==> src/hw/rtl/bba_pkg.sv <==
// Shared types and constants for the bitmap block allocator.
`timescale 1ns / 1ps
`default_nettype none

package bba_pkg;

  localparam int BLK_W     = 11;
  localparam int CNT_W     = 12;
  localparam int CMD_W     = 2;
  localparam int STAT_W    = 2;
  localparam int CFG_IDX_W = 2;
  localparam int WORD_W    = 32;
  localparam int WBIT_W    = 5;
  localparam int BLK_MAX   = (1 << BLK_W) - 1;
  localparam int IN_DATA_W  = 16;
  localparam int OUT_DATA_W = 32;

  typedef logic [BLK_W-1:0]  blk_t;
  typedef logic [BLK_W:0]    blk_ext_t;
  typedef logic [CNT_W-1:0]  cnt_t;
  typedef logic [CMD_W-1:0]  cmd_t;
  typedef logic [STAT_W-1:0] stat_t;
  typedef logic [WORD_W-1:0] word_t;

  localparam cmd_t CMD_ALLOC = 2'd0;
  localparam cmd_t CMD_FREE  = 2'd1;
  localparam cmd_t CMD_QUERY = 2'd2;

  localparam stat_t ST_OK        = 2'd0;
  localparam stat_t ST_NONE_FREE = 2'd1;
  localparam stat_t ST_RANGE     = 2'd2;

  localparam logic [CFG_IDX_W-1:0] CFG_FIRST = 2'd0;
  localparam logic [CFG_IDX_W-1:0] CFG_LAST  = 2'd1;
  localparam logic [CFG_IDX_W-1:0] CFG_ROOT  = 2'd2;

  localparam blk_t FIRST_RST = 11'd0;
  localparam blk_t LAST_RST  = 11'd1759;
  localparam blk_t ROOT_RST  = 11'd880;

endpackage

`default_nettype wire

==> src/hw/rtl/bitmap_block_allocator_top.sv <==
// Bitmap free-block allocator: word-wide free map in block RAM with a scan sequencer.
//
// Input stream in_*: one command per transfer (allocate, free, query). Result stream
// out_*: exactly one result per command, in order. Configuration: cfg_we writes
// first_block, last_block or root_block at cfg_index; write only while idle.
// Free and query of a usable block pass through the update state S_FQ, then S_DONE
// loads the result and raises out_tvalid; the next command is taken back in idle.
// Allocate reads one 32-bit map word per cycle through the single read port of the
// map memory, upward from above the root then downward below it, at most 65 words
// for 2048 blocks (the root's word is read in both directions). One command
// is in flight at a time; a new command is accepted while the previous result still
// waits on out_tready.
// After reset the map is cleared to all-allocated by a pass over every map word,
// during which in_tready stays low; the free count resets to zero.
// If the receiver stalls, the result holds in the output register and the next
// command finishes its work, then waits until that register is free.
`timescale 1ns / 1ps
`default_nettype none

module bitmap_block_allocator_top
  import bba_pkg::*;
#(
  parameter int NUM_BLOCKS = 2048
) (
  input  wire logic                  clk,
  input  wire logic                  rst_n,
  input  wire logic                  in_tvalid,
  output logic                       in_tready,
  // [1:0] cmd, [12:2] block_number
  input  wire logic [IN_DATA_W-1:0]  in_tdata,
  output logic                       out_tvalid,
  input  wire logic                  out_tready,
  // [1:0] status, [12:2] allocated_block, [13] block_is_free, [25:14] free_count
  output logic [OUT_DATA_W-1:0]      out_tdata,
  input  wire logic                  cfg_we,
  input  wire logic [CFG_IDX_W-1:0]  cfg_index,
  input  wire logic [BLK_W-1:0]      cfg_wdata
);

  localparam int WORDS = (NUM_BLOCKS + WORD_W - 1) / WORD_W;
  localparam int AW    = (WORDS > 1) ? $clog2(WORDS) : 1;
  localparam int MAXB  = (NUM_BLOCKS - 1 < BLK_MAX) ? NUM_BLOCKS - 1 : BLK_MAX;
  localparam blk_ext_t MAXB_X = blk_ext_t'(MAXB);
  localparam logic [AW-1:0] LAST_WORD = AW'(WORDS - 1);

  localparam logic [2:0] S_CLEAR = 3'd0;
  localparam logic [2:0] S_IDLE  = 3'd1;
  localparam logic [2:0] S_SCAN  = 3'd2;
  localparam logic [2:0] S_FQ    = 3'd3;
  localparam logic [2:0] S_DONE  = 3'd4;

  logic [2:0]    state_r, state_nxt;
  logic [AW-1:0] clr_addr_r, clr_addr_nxt;
  blk_t          first_r, last_r, root_r;
  cmd_t          cmd_r, cmd_nxt;
  blk_t          blk_r, blk_nxt;
  logic          phase_dn_r, phase_dn_nxt;
  logic [AW-1:0] cur_r, cur_nxt;
  cnt_t          free_total_r, free_total_nxt;
  stat_t         res_status_r, res_status_nxt;
  blk_t          res_alloc_r, res_alloc_nxt;
  logic          res_free_r, res_free_nxt;
  logic          out_tvalid_r, out_tvalid_nxt;
  logic [OUT_DATA_W-1:0] out_tdata_r, out_tdata_nxt;

  word_t         mem [WORDS];
  word_t         rdata_r;
  logic          rd_en;
  logic [AW-1:0] rd_addr;
  logic          mem_we;
  logic [AW-1:0] mem_waddr;
  word_t         mem_wdata;

  cmd_t     in_cmd;
  blk_t     in_blk;
  blk_ext_t in_blk_x, first_p2, root_p1, root_m1, last_x, lim;
  blk_ext_t up_lo, up_hi, dn_lo, dn_hi, ph_lo, ph_hi;
  logic     up_ok, dn_ok, in_part, usable;
  logic [AW-1:0] lo_w, hi_w, up_lo_w, dn_hi_w;
  word_t    lo_mask, hi_mask, masked;
  logic [WBIT_W-1:0] pos;
  logic     hit, at_end, out_load;

  assign in_cmd   = in_tdata[CMD_W-1:0];
  assign in_blk   = in_tdata[CMD_W+BLK_W-1:CMD_W];
  assign in_blk_x = {1'b0, in_blk};

  assign first_p2 = {1'b0, first_r} + blk_ext_t'(2);
  assign root_p1  = {1'b0, root_r} + blk_ext_t'(1);
  assign root_m1  = {1'b0, root_r} - blk_ext_t'(1);
  assign last_x   = {1'b0, last_r};
  assign lim      = (last_x < MAXB_X) ? last_x : MAXB_X;

  assign up_lo = (root_p1 > first_p2) ? root_p1 : first_p2;
  assign up_hi = lim;
  assign up_ok = (up_lo <= up_hi);
  assign dn_lo = first_p2;
  assign dn_hi = (root_m1 < lim) ? root_m1 : lim;
  assign dn_ok = (root_r != '0) && (dn_lo <= dn_hi);

  assign up_lo_w = AW'(up_lo >> WBIT_W);
  assign dn_hi_w = AW'(dn_hi >> WBIT_W);

  assign in_part = (in_blk_x >= {1'b0, first_r}) && (in_blk_x <= last_x) &&
                   (in_blk_x <= MAXB_X);
  assign usable  = in_part && (in_blk_x >= first_p2);

  assign ph_lo = phase_dn_r ? dn_lo : up_lo;
  assign ph_hi = phase_dn_r ? dn_hi : up_hi;
  assign lo_w  = AW'(ph_lo >> WBIT_W);
  assign hi_w  = AW'(ph_hi >> WBIT_W);

  assign lo_mask = (cur_r == lo_w) ? ({WORD_W{1'b1}} << ph_lo[WBIT_W-1:0]) : {WORD_W{1'b1}};
  assign hi_mask = (cur_r == hi_w) ?
                   ({WORD_W{1'b1}} >> (WBIT_W'(WORD_W - 1) - ph_hi[WBIT_W-1:0])) :
                   {WORD_W{1'b1}};
  assign masked  = rdata_r & lo_mask & hi_mask;
  assign hit     = (masked != '0);
  assign at_end  = phase_dn_r ? (cur_r == lo_w) : (cur_r == hi_w);

  always_comb begin
    pos = '0;
    if (phase_dn_r) begin
      for (int i = 0; i < WORD_W; i++) begin
        if (masked[i]) pos = WBIT_W'(i);
      end
    end else begin
      for (int i = WORD_W - 1; i >= 0; i--) begin
        if (masked[i]) pos = WBIT_W'(i);
      end
    end
  end

  assign out_load = !out_tvalid_r || out_tready;

  always_comb begin
    state_nxt      = state_r;
    clr_addr_nxt   = clr_addr_r;
    cmd_nxt        = cmd_r;
    blk_nxt        = blk_r;
    phase_dn_nxt   = phase_dn_r;
    cur_nxt        = cur_r;
    free_total_nxt = free_total_r;
    res_status_nxt = res_status_r;
    res_alloc_nxt  = res_alloc_r;
    res_free_nxt   = res_free_r;
    out_tvalid_nxt = out_tvalid_r && !out_tready;
    out_tdata_nxt  = out_tdata_r;
    rd_en          = 1'b0;
    rd_addr        = cur_r;
    mem_we         = 1'b0;
    mem_waddr      = cur_r;
    mem_wdata      = rdata_r;
    in_tready      = (state_r == S_IDLE);

    case (state_r)
      S_CLEAR: begin
        mem_we       = 1'b1;
        mem_waddr    = clr_addr_r;
        mem_wdata    = '0;
        clr_addr_nxt = clr_addr_r + AW'(1);
        if (clr_addr_r == LAST_WORD) state_nxt = S_IDLE;
      end
      S_IDLE: begin
        if (in_tvalid) begin
          cmd_nxt        = in_cmd;
          blk_nxt        = in_blk;
          res_status_nxt = ST_OK;
          res_alloc_nxt  = '0;
          res_free_nxt   = 1'b0;
          state_nxt      = S_DONE;
          case (in_cmd)
            CMD_ALLOC: begin
              if (up_ok) begin
                rd_en        = 1'b1;
                rd_addr      = up_lo_w;
                cur_nxt      = up_lo_w;
                phase_dn_nxt = 1'b0;
                state_nxt    = S_SCAN;
              end else if (dn_ok) begin
                rd_en        = 1'b1;
                rd_addr      = dn_hi_w;
                cur_nxt      = dn_hi_w;
                phase_dn_nxt = 1'b1;
                state_nxt    = S_SCAN;
              end else begin
                res_status_nxt = ST_NONE_FREE;
              end
            end
            CMD_FREE, CMD_QUERY: begin
              if (!in_part) begin
                res_status_nxt = ST_RANGE;
              end else if (usable) begin
                rd_en     = 1'b1;
                rd_addr   = AW'(in_blk >> WBIT_W);
                cur_nxt   = AW'(in_blk >> WBIT_W);
                state_nxt = S_FQ;
              end
            end
            default: ;
          endcase
        end
      end
      S_SCAN: begin
        if (hit) begin
          mem_we         = 1'b1;
          mem_wdata      = rdata_r & ~(word_t'(1) << pos);
          free_total_nxt = free_total_r - cnt_t'(1);
          res_alloc_nxt  = BLK_W'({cur_r, pos});
          state_nxt      = S_DONE;
        end else if (!at_end) begin
          rd_en   = 1'b1;
          rd_addr = phase_dn_r ? (cur_r - AW'(1)) : (cur_r + AW'(1));
          cur_nxt = rd_addr;
        end else if (!phase_dn_r && dn_ok) begin
          rd_en        = 1'b1;
          rd_addr      = dn_hi_w;
          cur_nxt      = dn_hi_w;
          phase_dn_nxt = 1'b1;
        end else begin
          res_status_nxt = ST_NONE_FREE;
          state_nxt      = S_DONE;
        end
      end
      S_FQ: begin
        if (cmd_r == CMD_QUERY) begin
          res_free_nxt = rdata_r[blk_r[WBIT_W-1:0]];
        end else if (!rdata_r[blk_r[WBIT_W-1:0]]) begin
          mem_we         = 1'b1;
          mem_wdata      = rdata_r | (word_t'(1) << blk_r[WBIT_W-1:0]);
          free_total_nxt = free_total_r + cnt_t'(1);
        end
        state_nxt = S_DONE;
      end
      S_DONE: begin
        if (out_load) begin
          out_tvalid_nxt = 1'b1;
          out_tdata_nxt  = {6'd0, free_total_r, res_free_r, res_alloc_r, res_status_r};
          state_nxt      = S_IDLE;
        end
      end
      default: state_nxt = S_IDLE;
    endcase
  end

  always_ff @(posedge clk) begin
    if (rd_en) rdata_r <= mem[rd_addr];
    if (mem_we) mem[mem_waddr] <= mem_wdata;
  end

  always_ff @(posedge clk) begin
    if (!rst_n) begin
      state_r      <= S_CLEAR;
      clr_addr_r   <= '0;
      free_total_r <= '0;
      out_tvalid_r <= 1'b0;
      first_r      <= FIRST_RST;
      last_r       <= LAST_RST;
      root_r       <= ROOT_RST;
    end else begin
      state_r      <= state_nxt;
      clr_addr_r   <= clr_addr_nxt;
      free_total_r <= free_total_nxt;
      out_tvalid_r <= out_tvalid_nxt;
      if (cfg_we) begin
        case (cfg_index)
          CFG_FIRST: first_r <= cfg_wdata;
          CFG_LAST:  last_r  <= cfg_wdata;
          CFG_ROOT:  root_r  <= cfg_wdata;
          default: ;
        endcase
      end
    end
  end

  always_ff @(posedge clk) begin
    cmd_r        <= cmd_nxt;
    blk_r        <= blk_nxt;
    phase_dn_r   <= phase_dn_nxt;
    cur_r        <= cur_nxt;
    res_status_r <= res_status_nxt;
    res_alloc_r  <= res_alloc_nxt;
    res_free_r   <= res_free_nxt;
    out_tdata_r  <= out_tdata_nxt;
  end

  assign out_tvalid = out_tvalid_r;
  assign out_tdata  = out_tdata_r;

  a_none_free_zero: assert property (@(posedge clk) disable iff (!rst_n)
    out_tvalid_r && (out_tdata_r[STAT_W-1:0] != ST_OK) |->
      (out_tdata_r[STAT_W+BLK_W-1:STAT_W] == '0))
    else $error("failed command reports a block number");

  a_free_only_ok: assert property (@(posedge clk) disable iff (!rst_n)
    out_tvalid_r && out_tdata_r[STAT_W+BLK_W] |->
      (out_tdata_r[STAT_W-1:0] == ST_OK))
    else $error("free answer on a failed command");

  a_count_follows_map: assert property (@(posedge clk) disable iff (!rst_n)
    (free_total_r != $past(free_total_r)) |-> $past(mem_we))
    else $error("free count moved without a map write");

  a_map_write_state: assert property (@(posedge clk) disable iff (!rst_n)
    mem_we |-> (state_r == S_CLEAR) || (state_r == S_SCAN) || (state_r == S_FQ))
    else $error("map write outside clear, scan or update");

endmodule

`default_nettype wire
==> config.mk <==
export PLATFORM = sky130hd
export DESIGN_NAME = bitmap_block_allocator_top
export DESIGN_NICKNAME = d
export VERILOG_FILES = /design/src/hw/rtl/bba_pkg.sv /design/src/hw/rtl/bitmap_block_allocator_top.sv
export SDC_FILE = /design/constraint.sdc
export NUM_CORES = 2
export LEC_CHECK = 0
export BUFFER_PORTS_ARGS = -buffer_cell sky130_fd_sc_hd__buf_2
export CORE_UTILIZATION = 45
export CTS_CLUSTER_DIAMETER = 60
export DETAILED_ROUTE_END_ITERATION = 6
export MAX_ROUTING_LAYER = met4
export SETUP_SLACK_MARGIN = 0.2
export SYNTH_ARGS = -nofsm -noshare
export SYNTH_HDL_FRONTEND = slang
export SYNTH_SLANG_ARGS = --single-unit
==> constraint.sdc <==
create_clock -name clk -period 8.9 [get_ports clk]
set_input_delay 1.335 -clock clk [delete_from_list [all_inputs] [get_ports clk]]
set_output_delay 1.335 -clock clk [all_outputs]
set_load 0.01 [all_outputs]
Yosys cells after proc, flatten, opt, wreduce, memory -nomap -nowiden --
Memory sizes are Yosys's and may differ from the RTL's. A register that Yosys moved wholly into a read port is not among the register bits. Cells that the tools add are included.
Word-level totals: bits in writable memories 2048, word-level logic and storage cells 248, bits of input ports 34, output and inout port bits 34, register bits after elaboration 109, memories 1
Cells by class: eq/ne operators 27, shift operators 4, reduce and logical (&&, ||, !) cells 30, order comparisons 10, bitwise gates (word level) 5, $add $sub $neg 9, mux-type cells 147
Memories:
- mem | words 64, width 32, rd ports 1, clocked after Yosys merged registers in 1, wr ports 1, line bitmap_block_allocator_top.sv:66 | word_t mem [WORDS];
Operators by type and width (number):
- 2-to-1 mux 5 bit | 61
- 2-to-1 mux 32 bit | 5
- AND 32 bit | 3
- case mux 32 bit (3 select lines) | 1
- << shifter 1 x 5 -> 32 bit (first input constant) | 2
- 2-to-1 mux 12 bit | 5
- 2-to-1 mux 6 bit | 10
- 2-to-1 mux 11 bit | 5
- inverter 32 bit | 1
- OR 32 bit | 1
- nonzero test 32 bit | 1
- << shifter 32 x 5 -> 32 bit (first input constant) | 1
- >> shifter 32 x 5 -> 32 bit (first input constant) | 1
- 2-to-1 mux 3 bit | 10
- 2-to-1 mux 1 bit | 29
- case mux 12 bit (2 select lines) | 1
- case mux 6 bit (2 select lines) | 2
- inequality test 2 bit (second input constant) | 11
- case mux 11 bit (2 select lines) | 1
- case mux 3 bit (5 select lines) | 1
- 2-to-1 mux 2 bit | 7
- adder 11 x 1 -> 12 bit (second input constant) | 1
- adder 11 x 2 -> 12 bit (second input constant) | 1
- adder 12 x 1 -> 12 bit (second input constant) | 1
- other kinds (43) | 70

Logic depth before layout (Yosys ltp) --
depth in word-level cells 47, mapped depth 38, depth with buffers taken out 32

Least setup slack after synthesis --
OpenSTA, ideal clock, no wires.
kind flip-flop to flip-flop, start point register root_r[0], end point memory mem[0][11] (netlist name), data pin, path buffers 3, arrival time 8.121 ns, path slack 0.077 ns, setup time 0.702 ns, stages on the path, launching flop included 27, period minus slack after synthesis 8.823 ns, cell sequence dfxtp_1 -> buf_2 -> inv_1 -> ha_1 -> or3b_2 -> nor3_1 -> xor2_1 -> ha_1 -> o21a_1 -> o21ai_1 -> o21a_1 -> clkbuf_1 -> nand3_1 -> o221ai_1 -> nand3_2 -> or2_1 -> o211ai_1 -> o21bai_1 -> a21bo_2 -> a21boi_0 -> o21a_1 -> o21ai_0 -> o211a_1 -> nor2_1 -> clkbuf_1 -> nor2_1 -> o21ai_0
Between the ends: cells in the longest elaborated chain, start to end 46, elaborated cells between the ends (all ways) 87, those cells by class add/sub: 3; order compare: 2; eq/ne: 2; shift: 3; mux: 72; bitwise: 4; reduce/logical: 1
Ends and longest elaborated chain:
- start: declaration | line bitmap_block_allocator_top.sv:54 | blk_t first_r, last_r, root_r;
- start signal: assignment | line bitmap_block_allocator_top.sv:269 | CFG_ROOT: root_r <= cfg_wdata;
- subtractor 11 x 1 -> 12 bit or adder 11 x 1 -> 12 bit (tied branches) | line bitmap_block_allocator_top.sv:90, bitmap_block_allocator_top.sv:89
- < comparator 12 x 11 -> 1 bit or greater-than comparator 12 bit (tied branches) | line bitmap_block_allocator_top.sv:98, bitmap_block_allocator_top.sv:94
- 2-to-1 mux 12 bit, on equally long branches | line bitmap_block_allocator_top.sv:98, bitmap_block_allocator_top.sv:94
- 2-to-1 mux 11 bit, on equally long branches | line bitmap_block_allocator_top.sv:109, bitmap_block_allocator_top.sv:108
- subtractor 5 bit (tied with other cells) | line bitmap_block_allocator_top.sv:115 | ({WORD_W{1'b1}} >> (WBIT_W'(WORD_W - 1) - ph_hi[WBIT_W-1:0])) :
- >> shifter 32 x 5 -> 32 bit or 2-to-1 mux 32 bit (tied branches) | line bitmap_block_allocator_top.sv:115, bitmap_block_allocator_top.sv:113
- 2-to-1 mux 32 bit or AND 32 bit (tied branches) | line bitmap_block_allocator_top.sv:114, bitmap_block_allocator_top.sv:117
- AND 32 bit (*) | line bitmap_block_allocator_top.sv:117 | assign masked = rdata_r & lo_mask & hi_mask;
- 2-to-1 mux 5 bit (32 in series) | line bitmap_block_allocator_top.sv:129 | if (masked[i]) pos = WBIT_W'(i);
- 2-to-1 mux 5 bit | line bitmap_block_allocator_top.sv:123 | if (phase_dn_r) begin
- << shifter 1 x 5 -> 32 bit | line bitmap_block_allocator_top.sv:207 | mem_wdata = rdata_r & ~(word_t'(1) << pos);
- inverter 32 bit | line bitmap_block_allocator_top.sv:207
- AND 32 bit | line bitmap_block_allocator_top.sv:207
- 2-to-1 mux 32 bit (*) | line bitmap_block_allocator_top.sv:205 | if (hit) begin
- case mux 32 bit (3 select lines) (*) | line bitmap_block_allocator_top.sv:156 | case (state_r)
- named net mem_wdata[11] | line bitmap_block_allocator_top.sv:72 | word_t mem_wdata;
- end: declaration | line bitmap_block_allocator_top.sv:66
Mark *: on every way through the listed nets, which the timed path passes. The rest lies on a longest branch.

Final worst setup path --
start point register root_r[0], end point register rdata_r[21], read port of mem, data pin
Between the ends: cells in the longest elaborated chain, start to end 11, elaborated cells between the ends (all ways) 40, those cells by class add/sub: 3; order compare: 4; eq/ne: 2; shift: 2; mux: 23; bitwise: 2; reduce/logical: 4
Ends and longest elaborated chain:
- subtractor 11 x 1 -> 12 bit or adder 11 x 1 -> 12 bit (tied branches) | line bitmap_block_allocator_top.sv:90, bitmap_block_allocator_top.sv:89
- < comparator 12 x 11 -> 1 bit or greater-than comparator 12 bit (tied branches) | line bitmap_block_allocator_top.sv:98, bitmap_block_allocator_top.sv:94
- 2-to-1 mux 12 bit, on equally long branches | line bitmap_block_allocator_top.sv:98, bitmap_block_allocator_top.sv:94
- 2-to-1 mux 11 bit, on equally long branches | line bitmap_block_allocator_top.sv:109, bitmap_block_allocator_top.sv:108
- subtractor 5 bit (tied with other cells) | line bitmap_block_allocator_top.sv:115
- >> shifter 32 x 5 -> 32 bit or 2-to-1 mux 32 bit (tied branches) | line bitmap_block_allocator_top.sv:115, bitmap_block_allocator_top.sv:113
- 2-to-1 mux 32 bit or AND 32 bit (tied branches) | line bitmap_block_allocator_top.sv:114, bitmap_block_allocator_top.sv:117
- AND 32 bit | line bitmap_block_allocator_top.sv:117
- nonzero test 32 bit | line bitmap_block_allocator_top.sv:118 | assign hit = (masked != '0);
- 2-to-1 mux 6 bit or 2-to-1 mux 1 bit (tied branches)
- case mux 6 bit (2 select lines) or case mux 1 bit (2 select lines) (tied branches)
- end: declaration | line bitmap_block_allocator_top.sv:67 | word_t rdata_r;
Parallel ways exist; a longest one is shown, timed or not. A chain may end at the register's enable or synchronous reset.

==> metrics.yaml <==
synth:
  synth_top_area_share_pct: 69.56
  synthTopCellsByArea: "edfxtp_1 70%, nand2_1 5.2%, a32oi_1 2.5%, a21oi_1 2.3%, mux2i_1 2.1%"
  synth_commonest_cells: "2128 x edfxtp_1, 1273 x nand2_1, 427 x a21oi_1"
  synth_ff_type: "edfxtp_1"
  post_synth_instance_area_um2: 91860
  async_flop_share_pct: 0
  yosysWarnings: 0
  yosysTopAreaCell: "edfxtp_1"
  synth.distinct_cells: 109
  synth_area_per_cell_um2: 13.87
  synth_cells: 6622
  synth_seq_area_share_pct: 70.89
  yosys.cell_count.top_type: "edfxtp_1"
  synth_edf_count: 2128
  ys_ff_latch: 2189
worst_setup_path:
  startpoint: "root_r[0]$_SDFFE_PN0P_"
  cpPeakStageDelay_ns: 0.98
  critical_path_buf_inv_count: 7
  path_common_cell: "buf_4"
  end_kind: "flop"
  crit_family: "simple AND/OR/NAND/NOR gates"
  critPathKind: "flop to flop"
  cp_max_fo: 22
  critPathRequiredTime_ns: 9.60
  cp_data_arrival_time_ns: 9.14
  rr_startpoint: "root_r[0]$_SDFFE_PN0P_"
  slowest_stage: "nor2_2"
  start_kind: "flop"
clock_tree:
  cts_sinks: 2189
  cts_tree: "done"
  htree_num_levels: 4
  clk_transition_reported_paths_ns: 0.06
  cts_buffers: 220
  clk_path_buf_depth: 3
  clkLatencyLatePin_ns: 0.90
  ctsRootBufferMaster: "clkbuf_16"
pwr:
  internal_power_uw: 17360
  p_sw_uw: 5863
  p_leak_uw: 0.03648
  ir_drop_mv: 0.1947
  p_comb_share_pct: 13.1
  power.density_nw_per_um2: 215.3
  seqPwrFrac_pct: 48.5
  switching_share_pct: 25.25
  total_power_uw: 23220
  clockPowerShare_pct: 38.4
route:
  wire_per_inst_um: 27.81
  dr.pass1.iters: 7
  drc: 2
  antenna_left: 0
  wl_um: 277400
  drtIter0Drc: 6885
  vias: 60605
  viasPerCell: 6.076
floorplan:
  die_x_um: 453.8
  pin_count: 68
  core-area_um2: 202500
  start_util_pct: 45.36
  die_area_um2: 206000
  die_h_um: 453.8
  row_count: 165
outcome:
  failed_checks: "design-rule violations"
  status: "complete, but fails checks"
global_routing:
  antenna_found_initial: 15
  grt_use_total_pct: 27.37
  grt_pass1_vias: 57066
  grt_max_degree: 97
  grt_first_pass_wirelength_um: 397200
  overflow: 0
run:
  cap_viol_max_count: 0
placement:
  dpl-instance-area_um2: 100500
  numPortBuffers: 58
  dpl.hpwl_um: 173200
  gp_congestion: 0.9502
sta:
  final-setup-viol-count: 0
  clock_skew_ns: 0.04138
  rsz0062_at_grt: "true"
  report.final.slew_viol_count: 0
  period_needed_ns: 8.437
  timing.hold.ws_ns: 0.4219
  tightest_slew_ns: 1.336
  finalSetupTns_ns: 0
  slew-limit-headroom_pct: 10.74
  hold_violations: 0
  period_share_pct: 94.80
  fmax_mhz: 118.5
finish:
  final_layout_size_suffix_gt1_share_pct: 17.55
  fillers: 16461
  final_cell_area_um2: 107900
  multi_input_area_um2: 25890
  final-seq-area_um2: 65120
  area_growth_pct: 17.42
  final_nets: 7237
  final_util_pct: 53.26
min_path:
  min_from: "res_alloc_r[1]$_SDFFCE_PN0P_"
  hp-class: "flop to flop"
==> timing repair <==
| item | in CTS | in global routing |
|---|---|---|
| gates cloned | 0 | 3 |
| pin swaps | 0 | 19 |
| endpoints found under the setup margin | 27 | 32 |
| setup buffers | 0 | 12 |
| gates resized for setup | 4 | 56 |
| hold buffers | 0 | 0 |
==> placed cells by master, fill, tap and decap left out, drive strengths merged, types with 93 or more instances in the layout <==
cell type  count
nand3        121
buf          688
o21ai        117
a22oi        130
inv           98
clkbuf       268
ha            93
a21oi        428
nand2       1273
nor2         259
mux2i        196
clkinv       107
edfxtp      2128
a32oi        257
==> cell families after synthesis <==
logic type / share of synthesized area [%]
and+or+nand+nor: 9.843
DFF: 70.89
buffers and inverters: 2.325
adders and majority gates: 1.310
AOI/OAI and AO/OA: 10.87
muxes: 4.040
xor gates and xnor gates: 0.7123
other: 0.008175
==> worst paths after layout <==
path                                               end  depth (start not counted)  slack [ns]
worst min-delay path            out_tdata[3]$_DFFE_PP_                          0        0.42
worst max-delay path             rdata_r[21]$_DFFE_PP_                         28        0.46
worst min register to register  out_tdata[3]$_DFFE_PP_                          0        0.42
worst max register to register   rdata_r[21]$_DFFE_PP_                         28        0.46
==> registers in the layout, indices dropped and copies added (netlist names) <==
signal	cells
mem	2048
rdata_r	32
out_tdata	26
free_total_r	12
first_r	11
last_r	11
res_alloc_r	11
root_r	11
clr_addr_r	6
cur_r	6
blk_r	5
state_r	3
cmd_r	2
res_status_r	2
out_tvalid	1
phase_dn_r	1
res_free_r	1
==> power by group through the flow <==
stage               Sequential [uW]  Combinational, uW  Clock [uW]
finish                        11300               3050        8920
global route                  11300               3230        9410
CTS                           11300               2930        9020
detailed placement            11500               2920           0
global placement              11500               2890           0
floorplan                     11500               1630           0
==> final cells by class <==
cell class	instances	share of cell area, %
clock inverters	138	1.083
repair inverters	1	0.008120
inverters	87	0.3410
well taps	2672	3.099
flip-flops and latches	2189	60.37
diodes	10	0.02320
multi-input cells	3921	24.00
clock buffers	268	5.299
repair buffers	688	5.773
==> routing by layer <==
layer  vias up  routed length [um]  track usage (%)
li1      26579                   -                -
met1     30890              116000            37.82
met2      2695              126900            41.21
met3       441               23910            4.126
met4         0               10560            9.850
met5         -                   0                -
==> worst reg2reg max path: cells and delay by family (launching register included) <==
kind / cells / cell delay [ns]
flops: 1 / 0.31
buf+inv: 7 / 1.43
fa+ha+maj: 1 / 0.29
simple gates: 9 / 3.23
xor+xnor: 1 / 0.26
compound gates: 10 / 2.75
==> per-stage QoR <==
| step | std cells | setup slack [ns] |
|---|---|---|
| final | 9974 | 0.4627 |
| after floorplan | 6627 | 0.07707 |
| after detailed placement | 9543 | 0.1080 |
| after global routing | 9970 | 0.1593 |
| after CTS | 9949 | 0.2322 |
| after global placement | 9543 | 0.2356 |
Power figures use the tool's default switching activity.
